## config.mk

```make
export PLATFORM = sky130hd
export DESIGN_NAME = tbpg_out
export DESIGN_NICKNAME = d
export VERILOG_FILES = /design/src/design/tbpg_pkg.sv /design/src/design/tbpg_out.sv
export SDC_FILE = /design/constraint.sdc
export NUM_CORES = 1
export LEC_CHECK = 0
export ABC_AREA = 1
export BUFFER_PORTS_ARGS = -buffer_cell sky130_fd_sc_hd__buf_4
export CORE_MARGIN = 2
export CORE_UTILIZATION = 25
export DETAILED_ROUTE_END_ITERATION = 10
export RECOVER_POWER = 25
export SYNTH_ARGS = -nofsm -noshare
export SYNTH_HDL_FRONTEND = slang
export SYNTH_SLANG_ARGS = --single-unit
```

## constraint.sdc

```tcl
create_clock -name clk -period 3 [get_ports clk]
set_input_delay 0.3 -clock clk [delete_from_list [all_inputs] [get_ports clk]]
set_output_delay 0.3 -clock clk [all_outputs]
set_load 0.01 [all_outputs]
```

## src/design/tbpg_pkg.sv

```systemverilog
package tbpg_pkg;

    localparam logic [1:0] REQ_PATTERN = 2'd0;
    localparam logic [1:0] REQ_NAME    = 2'd1;
    localparam logic [1:0] REQ_PALETTE = 2'd2;
    localparam logic [1:0] REQ_RENDER  = 2'd3;

    localparam int PATTERN_DEPTH = 4096;
    localparam int NAME_DEPTH    = 4096;
    localparam int PAL_DEPTH     = 16;

    localparam logic [8:0] SCROLL_Y_WRAP = 9'd480;
    localparam logic [9:0] TABLE_LINES   = 10'd240;
    localparam logic [9:0] ATTR_OFFSET   = 10'd960;

    typedef struct packed {
        logic [1:0]  req_type;
        logic [11:0] mem_addr;
        logic [7:0]  mem_data;
        logic [7:0]  screen_col;
        logic [7:0]  screen_row;
        logic [8:0]  scroll_x;
        logic [8:0]  scroll_y;
    } req_word_t;

    typedef struct packed {
        logic [5:0] colour_index;
        logic [7:0] red;
        logic [7:0] green;
        logic [7:0] blue;
    } pix_word_t;

    // scrolled position, or a store write, leaving the scroll stages
    typedef struct packed {
        logic        valid;
        logic [1:0]  req_type;
        logic [11:0] mem_addr;
        logic [7:0]  mem_data;
        logic [9:0]  x;
        logic [9:0]  y;
    } pos_t;

    // palette result of a render word
    typedef struct packed {
        logic       valid;
        logic [5:0] colour_index;
    } ci_t;

    // 6-bit levels {r, g, b}
    function automatic logic [17:0] colour_level(input logic [5:0] ci);
        logic [17:0] lv;
        case (ci)
            6'd0:    lv = {6'h1D, 6'h1D, 6'h1D};
            6'd1:    lv = {6'h09, 6'h06, 6'h23};
            6'd2:    lv = {6'h00, 6'h00, 6'h2A};
            6'd3:    lv = {6'h11, 6'h00, 6'h27};
            6'd4:    lv = {6'h23, 6'h00, 6'h1D};
            6'd5:    lv = {6'h2A, 6'h00, 6'h04};
            6'd6:    lv = {6'h29, 6'h00, 6'h00};
            6'd7:    lv = {6'h1F, 6'h02, 6'h00};
            6'd8:    lv = {6'h10, 6'h0B, 6'h00};
            6'd9:    lv = {6'h00, 6'h11, 6'h00};
            6'd10:   lv = {6'h00, 6'h14, 6'h00};
            6'd11:   lv = {6'h00, 6'h0F, 6'h05};
            6'd12:   lv = {6'h06, 6'h0F, 6'h17};
            6'd16:   lv = {6'h2F, 6'h2F, 6'h2F};
            6'd17:   lv = {6'h00, 6'h1C, 6'h3B};
            6'd18:   lv = {6'h08, 6'h0E, 6'h3B};
            6'd19:   lv = {6'h20, 6'h00, 6'h3C};
            6'd20:   lv = {6'h2F, 6'h00, 6'h2F};
            6'd21:   lv = {6'h39, 6'h00, 6'h16};
            6'd22:   lv = {6'h36, 6'h0A, 6'h00};
            6'd23:   lv = {6'h32, 6'h13, 6'h03};
            6'd24:   lv = {6'h22, 6'h1C, 6'h00};
            6'd25:   lv = {6'h00, 6'h25, 6'h00};
            6'd26:   lv = {6'h00, 6'h2A, 6'h00};
            6'd27:   lv = {6'h00, 6'h24, 6'h0E};
            6'd28:   lv = {6'h00, 6'h20, 6'h22};
            6'd32:   lv = {6'h3F, 6'h3F, 6'h3F};
            6'd33:   lv = {6'h0F, 6'h2F, 6'h3F};
            6'd34:   lv = {6'h17, 6'h25, 6'h3F};
            6'd35:   lv = {6'h33, 6'h22, 6'h3F};
            6'd36:   lv = {6'h3D, 6'h1E, 6'h3F};
            6'd37:   lv = {6'h3F, 6'h1D, 6'h2D};
            6'd38:   lv = {6'h3F, 6'h1D, 6'h18};
            6'd39:   lv = {6'h3F, 6'h26, 6'h0E};
            6'd40:   lv = {6'h3C, 6'h2F, 6'h0F};
            6'd41:   lv = {6'h20, 6'h34, 6'h04};
            6'd42:   lv = {6'h13, 6'h37, 6'h12};
            6'd43:   lv = {6'h16, 6'h3E, 6'h26};
            6'd44:   lv = {6'h00, 6'h3A, 6'h36};
            6'd45:   lv = {6'h1E, 6'h1E, 6'h1E};
            6'd48:   lv = {6'h3F, 6'h3F, 6'h3F};
            6'd49:   lv = {6'h2A, 6'h39, 6'h3F};
            6'd50:   lv = {6'h31, 6'h35, 6'h3F};
            6'd51:   lv = {6'h35, 6'h32, 6'h3F};
            6'd52:   lv = {6'h3F, 6'h31, 6'h3F};
            6'd53:   lv = {6'h3F, 6'h31, 6'h36};
            6'd54:   lv = {6'h3F, 6'h2F, 6'h2C};
            6'd55:   lv = {6'h3F, 6'h36, 6'h2A};
            6'd56:   lv = {6'h3F, 6'h39, 6'h28};
            6'd57:   lv = {6'h38, 6'h3F, 6'h28};
            6'd58:   lv = {6'h2A, 6'h3C, 6'h2F};
            6'd59:   lv = {6'h2C, 6'h3F, 6'h33};
            6'd60:   lv = {6'h27, 6'h3F, 6'h3C};
            6'd61:   lv = {6'h31, 6'h31, 6'h31};
            default: lv = 18'h0;
        endcase
        return lv;
    endfunction

endpackage

```

## src/design/tbpg_out.sv

```systemverilog
module tbpg_out
(
    input  logic                clk,
    input  logic                rst_n,
    input  tbpg_pkg::ci_t       ci,
    output logic                en,
    output logic                pix_valid,
    input  logic                pix_ready,
    output tbpg_pkg::pix_word_t pix_word
);

    logic                out_valid_reg;
    tbpg_pkg::pix_word_t out_word_reg;
    logic                skid_valid_reg;
    tbpg_pkg::pix_word_t skid_word_reg;

    logic [17:0]         level;
    tbpg_pkg::pix_word_t word_next;
    logic                emit;
    logic                take;

    always_comb
    begin
        level     = tbpg_pkg::colour_level(ci.colour_index);
        word_next = '{colour_index: ci.colour_index,
                      red:          {level[17:12], 2'b00},
                      green:        {level[11:6], 2'b00},
                      blue:         {level[5:0], 2'b00}};
    end

    assign en   = !skid_valid_reg;
    assign emit = ci.valid && en;
    assign take = !out_valid_reg || pix_ready;

    always_ff @(posedge clk or negedge rst_n)
    begin
        if (!rst_n)
        begin
            out_valid_reg  <= 1'b0;
            skid_valid_reg <= 1'b0;
        end
        else if (take)
        begin
            out_valid_reg  <= skid_valid_reg || emit;
            skid_valid_reg <= 1'b0;
        end
        else if (emit)
        begin
            skid_valid_reg <= 1'b1;
        end
    end

    always_ff @(posedge clk)
    begin
        if (take)
        begin
            out_word_reg <= skid_valid_reg ? skid_word_reg : word_next;
        end
        else if (emit)
        begin
            skid_word_reg <= word_next;
        end
    end

    assign pix_valid = out_valid_reg;
    assign pix_word  = out_word_reg;

endmodule

```

Word level (Yosys, flattened, before mapping). Memory sizes are Yosys's and may differ from the RTL's. Cells that the tools add are included.

Output and inout port bits: 32. Memory bits (read-only): 1152. Flip-flop bits (word level): 50. Bits of input ports: 10. Memories: 1. Logic and storage cells: 22.

Muxes and demuxes: 3. Reductions and logical operators: 7. Bitwise logic cells: 1.

Memories: (no name shown) (depth 64, width 18, read ports 1, clocked after memory_dff 0, write ports 0, RTL line tbpg_pkg.sv:52) `case (ci)`.

Operators by type and width (count): 30-bit two-way mux (1); 1-bit zero test (2); 1-bit logical OR (2); 1-bit two-way mux (2); 2-bit AND reduction (1); 2-bit nonzero test (1); 1-bit logical AND (1); 1-bit NOT (1).

Logic depth before layout (Yosys ltp).
Depth after elaboration: 4. Gate-level depth with buffers: 13. Gate-level depth less buffers: 12.

Least setup slack after synthesis. OpenSTA, ideal clock, no wires.

Kind: reg-to-reg. Start: reg out_valid_reg (netlist: pix_valid). End: reg skid_word_reg[10] in the netlist's numbering, enable pin. Arrival: 2.093 ns. Stages on the path, launching flop included: 3. Setup time: 0.405 ns. Path buffers: 0. Required time: 2.595 ns. Setup slack: 0.503 ns. Clock period less this slack: 2.497 ns. Cell sequence: dfrtp_1 nand2_1 nor2_1.

Longest elaborated chain between the ends: 4.

RTL lines: start, declared (RTL line tbpg_out.sv:12) `logic out_valid_reg;`; start signal, assigned (RTL line tbpg_out.sv:44) `out_valid_reg <= skid_valid_reg || emit;`; 1-bit zero test (RTL line tbpg_out.sv:33) `assign take = !out_valid_reg || pix_ready;`; 1-bit logical OR (RTL line tbpg_out.sv:33); 1-bit NOT (no line); 2-bit AND reduction (no line); end signal, assigned (RTL line tbpg_out.sv:61) `skid_word_reg <= word_next;`; end, declared (RTL line tbpg_out.sv:15) `tbpg_pkg::pix_word_t skid_word_reg;`.

No other way between the ends. A chain may end at the register's enable or synchronous reset.

Worst setup path after layout.
Start: in ci[5] in the netlist's numbering. End: reg skid_word_reg[23] in the netlist's numbering, data pin.

Longest elaborated chain between the ends: 1.

RTL lines: start, declared (RTL line tbpg_out.sv:5) `input tbpg_pkg::ci_t ci,`; memory read 64 x 18 bit; named net level[17] (RTL line tbpg_out.sv:17) `logic [17:0] level;`.

The timed path passes the listed nets, and every way through them passes these cells.

==> results list <==
* Run status: complete, but fails checks
- The final reports fail on capacitance limit, slew limit.
- The floorplan step defined a die boundary enclosing approximately 14000 um^2.
* Number of max-capacitance violations reported: 1
- Layout fillers: 1399
* Largest area contributor in the synthesized netlist: sky130_fd_sc_hd__edfxtp_1
- Power consumption: 2.00 mW
- For the worst setup path, the data arrival time is 2.38 ns.
* Count of warnings emitted by yosys: 0
- The detailed router finished its first iteration with 391 violations.
* Sinks on Clock Net: 50
- At the worst endpoint, the required time is 3.05 ns.
- R2r setup slk: 0.81 ns
- Commonest cells after routing, fill and taps aside: sky130_fd_sc_hd__nand2_1, sky130_fd_sc_hd__nand3_1, sky130_fd_sc_hd__edfxtp_1
* Remaining design rule violation count: 0
- Across all setup checks in the final design, the least slack found is 0.679 ns.
- Post-route worst hold slack: 0.219 ns
* Placeable Area: 12700 um^2
* Commonest register cell after synthesis: sky130_fd_sc_hd__edfxtp_1
* Unrepaired setup endpoints after global routing: no
- Largest net degree at the start of global routing: 34
- Placed wire-length estimate: between 6 and 7 mm
- Average footprint of a synthesized cell: 7.45 um^2
- At the end of the flow, the number of nets in the layout was about 480.
- Worst rel slew slack: -0.0138
- For this run, the top clock speed supported by timing is 431 MHz.
* Final clock skew: 0.00443 ns
- Critical path fanouts, max: 24
- Counting tap cells, the placed design contains a total of 625 instances.
- Summing over every cut layer, the via total after detailed routing is about 3.0k.
* Final worst path period need: 2.32 ns
- At the placement stage, the worst setup path has a slack of 0.829 ns.
* Clock-pin slew on the worst setup and hold paths: 0.07 ns
- Maximum level of the CTS H-tree: 2
- The worst hold path terminates at pix_valid.
- The worst setup path is of the in -> reg kind.
- 0 antenna diodes ended up in the layout.
- Initial standard-cell utilization of the core: 0.258
- The die is around 120 um tall.
- Clock group share of total power: 0.371
* Combinational Power Share: 0.198
- By area the synthesized netlist is led by sky130_fd_sc_hd__edfxtp_1, sky130_fd_sc_hd__nand2_1, sky130_fd_sc_hd__nand3_1.
- After detailed placement, the total cell area comes to 3630 um^2.
* Congestion Overflow GR: 0
* Final-report max-slew violation count: 28
* Worst-case clock buffer depth: 2
- The floorplan has 41 rows.
- Mean routed wirelength per cell: about 15 um
- Summed over all cells, the static leakage comes to approximately 1.6 nW.
* Internal cell power: 1.45 mW
- Of the total power, registers draw 0.430.
- Register area: 1490 um^2
* Synthesized instance count: 438
- #FFs+latches synth: 50
- Avg Vias per Cell: 4.81
* Cell area power density: 533 nW/um^2
* Post-synth ARST share: 0.0400
* Reg-to-reg critical path endpoint: skid_word_reg[28]
- Counting instances, the worst hold path has a depth of 3.
- Setup violations remaining at the end of the flow were counted as 0.
* Master cell of the clock root buffer: sky130_fd_sc_hd__clkbuf_16
- In the final layout, the share of cells above drive strength 1 is 0.0758.
- For the pin with the worst max-slew slack, the measured transition is 1.52 ns.
- Worst Setup Start Kind: input pin
- The first global-routing pass estimated 15.0 mm of wire.
* Number of enable-type register cells in the synthesized netlist: 48
- Clock tree synthesis inserted a total of 5 buffers.
* Antenna violations before repair: 0
* Final instance count without filler cells: ~630
* Min-Delay Path Class: in -> reg
- TritonCTS clock tree: yes
- IO buf count: 35
- DRT antenna net count: 0
- Setup Fix Bufs, Post-CTS: 0
- HP Start: ci[6]
- Area share of the largest cell type after synthesis: 0.442
* Worst flop-to-flop path startpoint: pix_valid
- Share of total power consumed by net switching: 0.277
- Summed over all layers, the routed wires come to roughly 9.4 mm.
- For this run, the total global-route usage over all layers was measured as 0.135.
- In the final layout, the multi-input gates occupy 1530 um^2.
- The worst-case IR drop observed on VDD is 0.204 mV.
* Gp weighted congestion: 0.943
* Critical Path End Type: flip-flop
- Measured in cells, the most critical reg-to-reg path has a length of 4.
* Final sum of negative setup slack: 0 ns
- Portion of the post-synthesis area used by sequential elements: 0.457
- The clock reaches the later pin of the worst-skew pair after 0.30 ns.
* Unique masters post-synth: 28
* Post-route clock period utilization: 0.774
- I/O Pins: 42
- The cell area that synthesis handed to floorplanning was 3260 um^2.
* Width of the die: 118 um
- Once layout is done, the placed cells without fillers occupy roughly 3700 um^2.
- Area Growth Syn to Fin: 14.9%
- Via count of the first global-routing pass: 2931
- Post-cts sizing count: 0
- Number of hold violations in the final report: 0
* Core Util, Final: 0.296
- For this run, the detailed router's first-pass iteration total came to 5.
* Reported net switching power: 0.553 mW
- Most common library cell in the layout ignoring fill and taps: sky130_fd_sc_hd__nand2_1
[cell families (layout without fill, tap and decap cells)]
kind of cell	Yosys count	after routing	share of synthesized area
other	1	6	0.00115
adders and majority gates	8	8	0.0307
DFF	50	50	0.457
AOI/OAI and AO/OA	39	39	0.0640
and+or+nand+nor	284	284	0.367
buffers and inverters	56	75	0.0805
[Yosys cell counts, drive strengths merged, types with 7 or more instances]
cell type and number:
a21oi 14, and2 9, buf 23, clkbuf 7, edfxtp 48, ha 8
inv 25, nand2 176, nand3 71, nor2 24, o21ai 22
[final cells by class]
class	count	area share
clock buffers	5	0.0334
clock inverters	3	0.0184
inverters	26	0.0260
multi-input cells	337	0.408
flip-flops and latches	50	0.398
well taps	172	0.0574
repair buffers	41	0.0587
[how the worst max path moves through the flow]
| stage | from | endpoint | cells after the start |
|---|---|---|---|
| 2_1_floorplan | pix_valid | skid_word_reg[10] | 2 |
| 3_3_place_gp | ci[1] | pix_word[13] | 11 |
| 3_5_place_dp | ci[1] | pix_word[13] | 11 |
| 4_1_cts | skid_valid_reg | en | 4 |
| 5_1_grt | pix_valid | skid_word_reg[28] | 4 |
| 6_report | ci[5] | skid_word_reg[23] | 5 |
[critical path, cell delays in order]
cell	delay [ns]
sky130_fd_sc_hd__clkbuf_1	0.70
sky130_fd_sc_hd__inv_1	0.66
sky130_fd_sc_hd__nor3_1	0.44
sky130_fd_sc_hd__nand2_1	0.12
sky130_fd_sc_hd__and2_1	0.15
[power groups by stage]
stage	logic [mW]	registers (mW)	clock network, mW
2_1_floorplan	0.247	0.899	0
3_3_place_gp	0.426	0.876	0
3_5_place_dp	0.420	0.877	0
4_1_cts	0.423	0.861	0.761
5_1_grt	0.444	0.867	0.781
6_report	0.396	0.860	0.742
[routing by layer]
metal,global-route usage,vias up,share of wire
met5,0,-,0
met4,0.0715,0,0.039
met3,0.0174,26,0.072
met2,0.210,164,0.44
met1,0.183,1389,0.45
li1,-,1470,-
[repair_timing]
item / 4_1_cts / 5_1_grt
setup endpoints to repair: 0 / 0
hold buffers: 1 / 0
hold endpoints to repair: 2 / 0
(Power assumes the default switching activity.)
