$ cat src/design/tbpg_pkg.sv
package tbpg_pkg;

    localparam logic [1:0] REQ_PATTERN = 2'd0;
    localparam logic [1:0] REQ_NAME    = 2'd1;
    localparam logic [1:0] REQ_PALETTE = 2'd2;
    localparam logic [1:0] REQ_RENDER  = 2'd3;

    localparam int PATTERN_DEPTH = 4096;
    localparam int NAME_DEPTH    = 4096;
    localparam int PAL_DEPTH     = 16;

    localparam logic [8:0] SCROLL_Y_WRAP = 9'd480;
    localparam logic [9:0] TABLE_LINES   = 10'd240;
    localparam logic [9:0] ATTR_OFFSET   = 10'd960;

    typedef struct packed {
        logic [1:0]  req_type;
        logic [11:0] mem_addr;
        logic [7:0]  mem_data;
        logic [7:0]  screen_col;
        logic [7:0]  screen_row;
        logic [8:0]  scroll_x;
        logic [8:0]  scroll_y;
    } req_word_t;

    typedef struct packed {
        logic [5:0] colour_index;
        logic [7:0] red;
        logic [7:0] green;
        logic [7:0] blue;
    } pix_word_t;

    // scrolled position, or a store write, leaving the scroll stages
    typedef struct packed {
        logic        valid;
        logic [1:0]  req_type;
        logic [11:0] mem_addr;
        logic [7:0]  mem_data;
        logic [9:0]  x;
        logic [9:0]  y;
    } pos_t;

    // palette result of a render word
    typedef struct packed {
        logic       valid;
        logic [5:0] colour_index;
    } ci_t;

    // 6-bit levels {r, g, b}
    function automatic logic [17:0] colour_level(input logic [5:0] ci);
        logic [17:0] lv;
        case (ci)
            6'd0:    lv = {6'h1D, 6'h1D, 6'h1D};
            6'd1:    lv = {6'h09, 6'h06, 6'h23};
            6'd2:    lv = {6'h00, 6'h00, 6'h2A};
            6'd3:    lv = {6'h11, 6'h00, 6'h27};
            6'd4:    lv = {6'h23, 6'h00, 6'h1D};
            6'd5:    lv = {6'h2A, 6'h00, 6'h04};
            6'd6:    lv = {6'h29, 6'h00, 6'h00};
            6'd7:    lv = {6'h1F, 6'h02, 6'h00};
            6'd8:    lv = {6'h10, 6'h0B, 6'h00};
            6'd9:    lv = {6'h00, 6'h11, 6'h00};
            6'd10:   lv = {6'h00, 6'h14, 6'h00};
            6'd11:   lv = {6'h00, 6'h0F, 6'h05};
            6'd12:   lv = {6'h06, 6'h0F, 6'h17};
            6'd16:   lv = {6'h2F, 6'h2F, 6'h2F};
            6'd17:   lv = {6'h00, 6'h1C, 6'h3B};
            6'd18:   lv = {6'h08, 6'h0E, 6'h3B};
            6'd19:   lv = {6'h20, 6'h00, 6'h3C};
            6'd20:   lv = {6'h2F, 6'h00, 6'h2F};
            6'd21:   lv = {6'h39, 6'h00, 6'h16};
            6'd22:   lv = {6'h36, 6'h0A, 6'h00};
            6'd23:   lv = {6'h32, 6'h13, 6'h03};
            6'd24:   lv = {6'h22, 6'h1C, 6'h00};
            6'd25:   lv = {6'h00, 6'h25, 6'h00};
            6'd26:   lv = {6'h00, 6'h2A, 6'h00};
            6'd27:   lv = {6'h00, 6'h24, 6'h0E};
            6'd28:   lv = {6'h00, 6'h20, 6'h22};
            6'd32:   lv = {6'h3F, 6'h3F, 6'h3F};
            6'd33:   lv = {6'h0F, 6'h2F, 6'h3F};
            6'd34:   lv = {6'h17, 6'h25, 6'h3F};
            6'd35:   lv = {6'h33, 6'h22, 6'h3F};
            6'd36:   lv = {6'h3D, 6'h1E, 6'h3F};
            6'd37:   lv = {6'h3F, 6'h1D, 6'h2D};
            6'd38:   lv = {6'h3F, 6'h1D, 6'h18};
            6'd39:   lv = {6'h3F, 6'h26, 6'h0E};
            6'd40:   lv = {6'h3C, 6'h2F, 6'h0F};
            6'd41:   lv = {6'h20, 6'h34, 6'h04};
            6'd42:   lv = {6'h13, 6'h37, 6'h12};
            6'd43:   lv = {6'h16, 6'h3E, 6'h26};
            6'd44:   lv = {6'h00, 6'h3A, 6'h36};
            6'd45:   lv = {6'h1E, 6'h1E, 6'h1E};
            6'd48:   lv = {6'h3F, 6'h3F, 6'h3F};
            6'd49:   lv = {6'h2A, 6'h39, 6'h3F};
            6'd50:   lv = {6'h31, 6'h35, 6'h3F};
            6'd51:   lv = {6'h35, 6'h32, 6'h3F};
            6'd52:   lv = {6'h3F, 6'h31, 6'h3F};
            6'd53:   lv = {6'h3F, 6'h31, 6'h36};
            6'd54:   lv = {6'h3F, 6'h2F, 6'h2C};
            6'd55:   lv = {6'h3F, 6'h36, 6'h2A};
            6'd56:   lv = {6'h3F, 6'h39, 6'h28};
            6'd57:   lv = {6'h38, 6'h3F, 6'h28};
            6'd58:   lv = {6'h2A, 6'h3C, 6'h2F};
            6'd59:   lv = {6'h2C, 6'h3F, 6'h33};
            6'd60:   lv = {6'h27, 6'h3F, 6'h3C};
            6'd61:   lv = {6'h31, 6'h31, 6'h31};
            default: lv = 18'h0;
        endcase
        return lv;
    endfunction

endpackage

$ cat src/design/tbpg_scroll.sv
module tbpg_scroll
(
    input  logic               clk,
    input  logic               rst_n,
    input  logic               en,
    input  logic               req_valid,
    input  tbpg_pkg::req_word_t req_word,
    output tbpg_pkg::pos_t     pos
);

    logic                s1_valid_reg;
    tbpg_pkg::req_word_t s1_word_reg;
    logic                s2_valid_reg;
    logic [1:0]          s2_type_reg;
    logic [11:0]         s2_addr_reg;
    logic [7:0]          s2_data_reg;
    logic [9:0]          s2_x_reg;
    logic [9:0]          s2_y_reg;

    logic [8:0]          sy_adj;
    logic [9:0]          x_next;
    logic [9:0]          y_next;

    always_comb
    begin
        if (s1_word_reg.scroll_y >= tbpg_pkg::SCROLL_Y_WRAP)
        begin
            sy_adj = s1_word_reg.scroll_y - tbpg_pkg::SCROLL_Y_WRAP;
        end
        else
        begin
            sy_adj = s1_word_reg.scroll_y;
        end
        x_next = {2'b00, s1_word_reg.screen_col} + {1'b0, s1_word_reg.scroll_x};
        y_next = {2'b00, s1_word_reg.screen_row} + {1'b0, sy_adj};
    end

    always_ff @(posedge clk or negedge rst_n)
    begin
        if (!rst_n)
        begin
            s1_valid_reg <= 1'b0;
            s2_valid_reg <= 1'b0;
        end
        else if (en)
        begin
            s1_valid_reg <= req_valid;
            s2_valid_reg <= s1_valid_reg;
        end
    end

    always_ff @(posedge clk)
    begin
        if (en)
        begin
            s1_word_reg <= req_word;
            s2_type_reg <= s1_word_reg.req_type;
            s2_addr_reg <= s1_word_reg.mem_addr;
            s2_data_reg <= s1_word_reg.mem_data;
            s2_x_reg    <= x_next;
            s2_y_reg    <= y_next;
        end
    end

    assign pos = '{valid:    s2_valid_reg,
                   req_type: s2_type_reg,
                   mem_addr: s2_addr_reg,
                   mem_data: s2_data_reg,
                   x:        s2_x_reg,
                   y:        s2_y_reg};

endmodule

$ cat config.mk
export PLATFORM = sky130hd
export DESIGN_NAME = tbpg_scroll
export DESIGN_NICKNAME = d
export VERILOG_FILES = /design/src/design/tbpg_pkg.sv /design/src/design/tbpg_scroll.sv
export SDC_FILE = /design/constraint.sdc
export NUM_CORES = 1
export LEC_CHECK = 0
export ABC_CLOCK_PERIOD_IN_PS = 6700
export BUFFER_PORTS_ARGS = -buffer_cell sky130_fd_sc_hd__buf_2
export CORE_MARGIN = 3
export CORE_UTILIZATION = 56
export CTS_CLUSTER_DIAMETER = 60
export CTS_CLUSTER_SIZE = 14
export DETAILED_ROUTE_END_ITERATION = 12
export GPL_TIMING_DRIVEN = 1
export PLACE_DENSITY = 0.84
export SYNTH_ARGS = -nofsm -noshare
export SYNTH_HDL_FRONTEND = slang
export SYNTH_SLANG_ARGS = --single-unit
$ cat constraint.sdc
create_clock -name clk -period 6.7 [get_ports clk]
set_input_delay 0.67 -clock clk [delete_from_list [all_inputs] [get_ports clk]]
set_output_delay 0.67 -clock clk [all_outputs]
set_load 0.01 [all_outputs]
# [Word-level counts from Yosys, hierarchy flattened]
# Cells that the tools add are included.
[classes] n_addsub=3 magnitude_cmp=1 mux=1
[ops] cell="8-bit by 9-bit adder with 10-bit output" n=2
[ops] cell="9-bit >= comparator (second input constant)" n=1
[ops] cell="9-bit two-way mux" n=1
[ops] cell="9-bit subtractor (second input constant)" n=1
[word_totals] in_bits=60 out_inout_bits=43 register_bits=100 wordCells=19

# [Logic depth before layout (Yosys ltp)]
# Gate-level depths: netlist of the first run.
[depth] ltp_word=3 mapped_depth=10

# [Least setup slack after synthesis of the first run]
# No wires, ideal clock.
[synth_path] path_kind="register to register" from="register s1_word_reg[0] (netlist name)" to="register s2_y_reg[8], data pin" arrival_ns=2.267 t_required_ns=6.442 path_slack_ns=4.176 path_stages_with_launch=11 synth_period_minus_slack_ns=2.524 cell_sequence="edfxtp_1 or4_4 nor2_4 a21oi_1 o21ai_0 o21ai_0 ha_1 o2111ai_1 nand3_1 o41a_1 xnor2_1"
[synth_via] elab_chain_cells=3 word_cells_on_any_way=4 cone_classes="add/sub: 2; order compare: 1; mux: 1"
[synth_rtl] item="start, declared" line_no="tbpg_scroll.sv:12" text="tbpg_pkg::req_word_t s1_word_reg;"
[synth_rtl] item="start signal, assigned" line_no="tbpg_scroll.sv:56" text="s1_word_reg <= req_word;"
[synth_rtl] item="9-bit subtractor or 9-bit >= comparator (tied branches)" line_no="tbpg_scroll.sv:28, tbpg_scroll.sv:26"
[synth_rtl] item="9-bit two-way mux *" line_no="tbpg_scroll.sv:26" text="if (s1_word_reg.scroll_y >= tbpg_pkg::SCROLL_Y_WRAP)"
[synth_rtl] item="8-bit by 9-bit adder with 10-bit output *" line_no="tbpg_scroll.sv:35" text="y_next = {2'b00, s1_word_reg.screen_row} + {1'b0, sy_adj};"
[synth_rtl] item="net y_next[8]" line_no="tbpg_scroll.sv:22" text="logic [9:0] y_next;"
[synth_rtl] item="end signal, assigned" line_no="tbpg_scroll.sv:61" text="s2_y_reg <= y_next;"
[synth_rtl] item="end, declared" line_no="tbpg_scroll.sv:18" text="logic [9:0] s2_y_reg;"
# The timed path passes the listed nets; every way through them passes the cells marked *.
# A chain may end at the register's enable or synchronous reset.

# [Worst setup path after layout of the first run]
# Same ends and word-level chain as after synthesis.

==> flow_metrics.env, run 1 <==
export IMPL_reg2reg_from="s1_word_reg[0]"
export IMPL_grt_max_degree=62
export IMPL_grt_pass1_vias=1969
export IMPL_grtUsageMet3_pct=5.68
export IMPL_crit_slowest_cell="or4_4"
export IMPL_yosys_area_top_type="edfxtp_1"
export IMPL_multi_input_area_um2=772
export IMPL_cts_setup_buffers=0
export IMPL_hpwl_um=4380
export IMPL_cp_slowest_stage_delay_ns=0.56
export IMPL_io_pins=103
export IMPL_p_sw_uw=325
export IMPL_swShare_pct=24.1
export IMPL_n_fill_cell=439
export IMPL_cellInternalPower_uw=1020
export IMPL_power_leakage_uw=0.00187
export IMPL_p_per_area_nw_per_um2=290
export IMPL_drtPass1Iterations=4
export IMPL_cts_repair_resized=0
export IMPL_r2r_setup_slack_ns=3.97
export IMPL_hold_viol=0
export IMPL_end_kind="flop"
export IMPL_post_dp_cell_area_um2=4420
export IMPL_syn_inst=211
export IMPL_fin_skew_ns=0.00998
export IMPL_die_w_um=88.5
export IMPL_use_met1_pct=19.0
export IMPL_cts_buffers=9
export IMPL_areaGrowthSynthToFinish_pct=21.8
export IMPL_drive_above_1_share_pct=37.7
export IMPL_cts_max_path_buffers=2
export IMPL_power_frac_clock_pct=29.4
export IMPL_cap_violations=0
export IMPL_die_area_um2=7830
export IMPL_ys_top_cells_by_area="edfxtp_1 (77%), ha_1 (5.9%), xnor2_1 (2.1%), dfrtp_1 (1.3%), o21ai_0 (1.3%)"
export IMPL_drt_iter0_drc=81
export IMPL_rsz0062_at_grt="no"
export IMPL_cp_buffers_inverters=0
export IMPL_vias=2063
export IMPL_start_util_pct=59.0
export IMPL_cpMostUsedCell="o21ai_0"
export IMPL_ys_types=33
export IMPL_crit_path_cell_trace="or4_4, nor2_4, a21oi_1, o21ai_0, o21ai_0, ha_1, o2111ai_1, nand3_1, o41a_1, xnor2_1"
export IMPL_power_frac_comb_pct=12.9
export IMPL_worst_pin_slew_ns=0.696
export IMPL_core_area_um2=6460
export IMPL_largest_reg_flops=56
export IMPL_cp_max_fo=5
export IMPL_ys_ff_latch=100
export IMPL_grt_overflow_total=0
export IMPL_ff2ff_path_depth=10
export IMPL_antenna_found_initial=1
export IMPL_synth_edff_count=98
export IMPL_synth_top_area_share_pct=77.2
export IMPL_die_h_um=88.5
export IMPL_synth_fp_nets=291
export IMPL_grt_pass1_wl_um=9000
export IMPL_status="complete, no violations"
export IMPL_syn_avg_cell_area_um2=18.1
export IMPL_tns_ns=0
export IMPL_period_share_pct=40.8
export IMPL_cp_required_ns=6.81
export IMPL_ys_warn_count=0
export IMPL_ys_flop_type="edfxtp_1"
export IMPL_path_delay_family="simple AND/OR/NAND/NOR gates"
export IMPL_syn_area_um2=3810
export IMPL_vias_per_cell=5.07
export IMPL_finalSetupViolations=0
export IMPL_design_area_um2=4640
export IMPL_worstHoldPathType="input port to asynchronous set/reset pin"
export IMPL_p_seq_share_pct=57.7
export IMPL_cts_sinks=100
export IMPL_clk_latency_ns=0.35
export IMPL_yosysMostFrequentCell="edfxtp_1"
export IMPL_grt_busiest_layer="met2"
export IMPL_holdBufCountCts=0
export IMPL_grt_util_all_layers_pct=15.6
export IMPL_ff_latch_area_um2=2990
export IMPL_cts_tree="done"
export IMPL_maxSlewHeadroom_pct=53.6
export IMPL_clock_fmax_mhz=366
export IMPL_nets=404
export IMPL_drv_slew=0
export IMPL_timing_rr_end="s2_y_reg[8]"
export IMPL_globalplace_congestion=0.773
export IMPL_critPathKind="flop to flop"
export IMPL_worst_ep_arrival_time_ns=2.84
export IMPL_synth_commonest_cells="edfxtp_1 (98), ha_1 (18), nor2_1 (12)"
export IMPL_ys_async_sr_fraction_pct=2.00
export IMPL_postRouteAntennaNets=0
export IMPL_row_count=29
export IMPL_clockRootBuffer="clkbuf_8"
export IMPL_met2_usage_pct=24.7
export IMPL_wire_per_inst_um=14.4
export IMPL_path_clk_slew_ns=0.10
export IMPL_htreeDepth=3
export IMPL_drc=0
export IMPL_fin_crit_ns=2.73
export IMPL_worstSetupStartpointType="flop"
export IMPL_totalWireLength_um=5880
export IMPL_ir_drop_mv=0.205
export IMPL_ys_seq_area_share_pct=78.6
export IMPL_portBuffers=102
-- worst max path at each step --
stage | start | endpoint | slack, ns | cells after the start
global route | s1_word_reg[0] | s2_y_reg[8] | 3.78 | 10
floorplan | s1_word_reg[0] | s2_y_reg[8] | 4.18 | 10
global placement | s1_word_reg[0] | s2_y_reg[8] | 4.09 | 10
finish | s1_word_reg[0] | s2_y_reg[8] | 3.97 | 10
CTS | s1_word_reg[0] | s2_y_reg[8] | 3.98 | 10
detailed placement | s1_word_reg[0] | s2_y_reg[8] | 4.00 | 10
-- cell families (layout without fill, tap and decap cells) --
family | Yosys count | count (layout) | synth area share [%]
buffers and inverters | 11 | 129 | 1.18
adders and majority gates | 20 | 20 | 6.96
other | 0 | 1 | 0
muxes | 2 | 2 | 0.591
and+or+nand+nor | 30 | 30 | 3.84
xor gates and xnor gates | 11 | 11 | 2.53
AOI/OAI and AO/OA | 37 | 37 | 6.34
DFF | 100 | 100 | 78.6
-- per-layer routing --
metal | part of all wire [%] | wire [µm] | vias to the layer above
met4 | 2.5 | 147 | 0
met1 | 41 | 2430 | 947
met3 | 7.5 | 439 | 10
met2 | 49 | 2870 | 67
li1 | - | - | 1039
met5 | 0 | 0 | -
-- area by class of cell --
class	instances	share of cell area, %
Tap cell	77	2.08
Inverter	10	0.809
Timing Repair Buffer	103	11.2
Clock buffer	9	2.67
Sequential cell	100	64.5
Antenna cell	1	0.0539
Clock inverter	7	2.02
Multi-Input combinational cell	100	16.6
-- metrics by stage --
step	worst slack (ns)	util (%)	hold slack (ns)	std cells	total power [µW]
after global placement	4.09	68.4	0.401	390	960
after detailed placement	4.00	68.4	0.405	390	969
after CTS	3.98	71.8	0.0714	406	1360
after global routing	3.78	71.8	0.0559	407	1410
final	3.97	71.8	0.0837	407	1350
after floorplan	4.18	-	0.374	211	894
-- power by group through the flow --
stage                     registers, µW  logic (µW)  clock network, µW
after floorplan                     806        87.3                  0
after global placement              790         170                  0
after global routing                784         197                428
after CTS                           779         177                407
after detailed placement            793         176                  0
final                               778         174                396
-- layout by cell type, fill, tap and decap left out, drive strengths merged, types with 2 or more instances in the layout --
cell     instances
buf            103
edfxtp          98
ha              18
nor2            13
inv             13
o21ai           10
xnor2            9
clkbuf           9
a21oi            8
nand2            6
nand3            3
a211oi           3
o21a             3
nor3             2
o2111ai          2
nor2b            2
xor2             2
a21o             2
o31a             2
mux2             2
fa               2
dfrtp            2
clkinv           2
Note: power is estimated with default switching activity, not from simulation.
==> run 2, diff against run 1 <==
--- a/config.mk
+++ b/config.mk
@@ -5,15 +5,16 @@
 export SDC_FILE = /design/constraint.sdc
 export NUM_CORES = 1
 export LEC_CHECK = 0
-export ABC_CLOCK_PERIOD_IN_PS = 6700
+export ABC_AREA = 1
+export ABC_CLOCK_PERIOD_IN_PS = 2580
 export BUFFER_PORTS_ARGS = -buffer_cell sky130_fd_sc_hd__buf_2
 export CORE_MARGIN = 3
-export CORE_UTILIZATION = 56
+export CORE_UTILIZATION = 52
 export CTS_CLUSTER_DIAMETER = 60
 export CTS_CLUSTER_SIZE = 14
 export DETAILED_ROUTE_END_ITERATION = 12
 export GPL_TIMING_DRIVEN = 1
-export PLACE_DENSITY = 0.84
+export PLACE_DENSITY = 0.79
 export SYNTH_ARGS = -nofsm -noshare
 export SYNTH_HDL_FRONTEND = slang
 export SYNTH_SLANG_ARGS = --single-unit
==> constraint.sdc (replaced) <==
create_clock -name clk -period 2.58 [get_ports clk]
set_input_delay 0.258 -clock clk [delete_from_list [all_inputs] [get_ports clk]]
set_output_delay 0.258 -clock clk [all_outputs]
set_load 0.01 [all_outputs]
==> run 2 against run 1 <==
Net effect:
- final cell count increased by 21%
- die area increased by 11%
- clock-buffer cell count stayed put
- design area up 4.1%
- highest routed layer unchanged
- sequential power grew to 2.6 times the previous value
- largest cell class unchanged
- sequential share of layout area is 2.5 points lower
- critical path depth is 6 higher
- combinational power increased to 2.8 times the previous value
- non-clock buffer count up 2
==> flow_metrics.env, run 2 <==
export IMPL_status="complete, no violations"
export IMPL_nets=470
export IMPL_drc=0
export IMPL_ys_seq_area_share_pct=75.4
export IMPL_grt_pass1_wl_um=10200
export IMPL_num_antenna_cells=0
export IMPL_wire_per_inst_um=13.1
export IMPL_clockRootBuffer="clkbuf_8"
export IMPL_syn_inst=275
export IMPL_vias_per_cell=4.78
export IMPL_yosysMostFrequentCell="edfxtp_1"
export IMPL_fin_crit_ns=2.26
export IMPL_end_kind="flop"
export IMPL_p_per_area_nw_per_um2=710
export IMPL_worst_ep_arrival_time_ns=2.38
export IMPL_maxSlewHeadroom_pct=62.4
export IMPL_htreeDepth=3
export IMPL_hold_viol=0
export IMPL_totalWireLength_um=6470
export IMPL_die_area_um2=8720
export IMPL_pre_cts_slack_ns=0.336
export IMPL_yosys_area_share_simple_pct=9.86
export IMPL_synth_compound_area_share_pct=2.71
export IMPL_ff2ff_path_depth=16
export IMPL_period_share_pct=87.6
export IMPL_hpwl_um=4820
export IMPL_hold_ws_ns=0.0740
export IMPL_core_area_um2=7330
export IMPL_cp_depth=16
export IMPL_cts_buffers=9
export IMPL_ys_types=24
export IMPL_min_to="s1_word_reg[25]"
export IMPL_grt_pass1_vias=2291
export IMPL_critPathKind="flop to flop"
export IMPL_finalSetupViolations=0
export IMPL_dp_cells=477
export IMPL_fin_cells=494
export IMPL_drtPass1Iterations=4
export IMPL_path_clk_slew_ns=0.10
export IMPL_synth_edff_count=98
export IMPL_row_count=31
export IMPL_ys_async_sr_fraction_pct=2.00
export IMPL_die_h_um=93.4
export IMPL_layout_common_cells="buf_2 (101), edfxtp_1 (98), nand2_1 (53)"
export IMPL_rsz0062_at_grt="no"
export IMPL_ir_drop_mv=0.476
export IMPL_vias=2362
export IMPL_synth_top_family_by_area="simple AND/OR/NAND/NOR gates"
export IMPL_grt_util_all_layers_pct=15.5
export IMPL_ys_top_cells_by_area="edfxtp_1 (74%), ha_1 (5.7%), nand2_1 (5.0%), inv_1 (3.2%), nand3_1 (2.1%)"
export IMPL_start_util_pct=54.2
export IMPL_io_pins=103
export IMPL_cts_max_path_buffers=2
export IMPL_synth_xor_area_share_pct=1.98
export IMPL_portBuffers=102
export IMPL_drt_iter0_drc=81
export IMPL_drv_slew=0
export IMPL_globalplace_congestion=0.856
export IMPL_worstSetupStartpointType="flop"
export IMPL_clock_fmax_mhz=442
export IMPL_setup_ws_ns=0.320
export IMPL_cts_setup_buffers=0
export IMPL_synth_fp_nets=355
export IMPL_synthMuxAreaShare_pct=0
export IMPL_crit_slowest_cell="edfxtp_1"
export IMPL_syn_avg_cell_area_um2=14.4
export IMPL_cp_required_ns=2.70
export IMPL_r2r_setup_slack_ns=0.32
export IMPL_final_common_cell="buf_2"
export IMPL_cp_slowest_stage_delay_ns=0.44
export IMPL_crit_path_cell_trace="ha_1, nand2_1, inv_1, nand2_1, nand2_1, nand2_1, nand2_1, ha_1, nand2_1, inv_1, nand2_1, nand2_1, a21oi_1, inv_1, nand2_1, nand2_1"
export IMPL_path_delay_family="simple AND/OR/NAND/NOR gates"
export IMPL_areaGrowthSynthToFinish_pct=21.6
export IMPL_ys_warn_count=0
export IMPL_post_dp_cell_area_um2=4630
export IMPL_timing_rr_end="s2_y_reg[8]"
export IMPL_syn_area_um2=3970
export IMPL_largest_reg_flops=56
export IMPL_hold_path_depth=1
export IMPL_cts_tree="done"
export IMPL_worst_pin_slew_ns=0.564
export IMPL_design_area_um2=4830
export IMPL_clk_latency_ns=0.35
export IMPL_ys_flop_type="edfxtp_1"
export IMPL_worstHoldPathType="input port to flop"
export IMPL_synth_top_area_share_pct=74.1
export IMPL_cpMostUsedCell="nand2_1"
export IMPL_antenna_found_initial=0
export IMPL_fin_skew_ns=0.00941
export IMPL_tns_ns=0
export IMPL_cap_violations=0
export IMPL_min_from="req_word[25]"
export IMPL_cp_max_fo=5
export IMPL_power_leakage_uw=0.00213
export IMPL_reg2reg_from="s1_word_reg[5]"
export IMPL_cts_repair_resized=0
export IMPL_drive_above_1_share_pct=31.1
export IMPL_ys_ff_latch=100
export IMPL_postRouteAntennaNets=0
export IMPL_cts_sinks=100
export IMPL_die_w_um=93.4
export IMPL_grt_max_degree=47
export IMPL_grt_overflow_total=0
export IMPL_synth_commonest_cells="edfxtp_1 (98), nand2_1 (53), inv_1 (34)"
export IMPL_cp_buffers_inverters=3
export IMPL_yosys_area_top_type="edfxtp_1"
export IMPL_synthAdderAreaFrac_pct=6.68
-- run 2: cell types whose count changed in the layout (fill, tap and decap cells not counted), sizes merged, moves of 2 or more --
cell	delta
nor2b	-2
a211oi	-3
xor2	+2
a21oi	+4
xnor2	-4
o2111ai	-2
mux2	-2
o31a	-2
inv	+25
o21ai	-8
nand4	+3
nand3	+14
o21a	-2
nand2	+49
-- run 2: cells by family (layout without fill, tap and decap cells) --
group,after synthesis,after routing
adder cells (fa/ha/maj),20,20
buffers and inverters,35,155
XOR/XNOR,9,9
AO/OA/AOI/OAI,19,19
flip-flops,100,100
AND/OR/NAND/NOR,92,92
-- run 2: how the worst max path moves through the flow --
stage | startpoint | endpoint | slack, ns
finish | s1_word_reg[5] | s2_y_reg[8] | 0.32
CTS | s1_word_reg[5] | s2_y_reg[8] | 0.33
floorplan | s1_word_reg[5] | s2_y_reg[8] | 0.52
global route | s1_word_reg[5] | s2_y_reg[8] | 0.06
detailed placement | s1_word_reg[5] | s2_y_reg[8] | 0.34
global placement | s1_word_reg[5] | s2_y_reg[8] | 0.45
-- run 2: power breakdown --
group          leakage [µW]  internal, µW  switching (µW)
sequential         0.000985          1970            46.1
clock             0.0000993           376             553
combinational       0.00105           205             280
total               0.00213          2550             879
-- run 2: through the flow --
stage / utilization [%] / power [µW]
finish: 65.9 / 3430
floorplan: - / 2330
global placement: 63.1 / 2520
CTS: 65.9 / 3480
global route: 65.9 / 3620
detailed placement: 63.1 / 2540
-- run 2: final cells by class --
cell class	count	area (µm²)
clock inverters	7	67.6
fillers	539	2500
multi-input cells	140	843
well taps	99	124
flip-flops and latches	100	2990
repair buffers	105	551
clock buffers	9	124
inverters	34	128
-- run 2: timing repair --
item                                   CTS  global route
hold buffers                             1             0
setup endpoints to repair                0             0
endpoints found under the hold margin    2             0
-- run 2: metal layers --
layer / GRT usage [%] / wire [µm] / vias up
li1: - / - / 1190
met1: 17.8 / 2560 / 1072
met2: 26.5 / 3350 / 89
met3: 5.55 / 459 / 11
met4: 5.98 / 112 / 0
met5: 0 / 0 / -
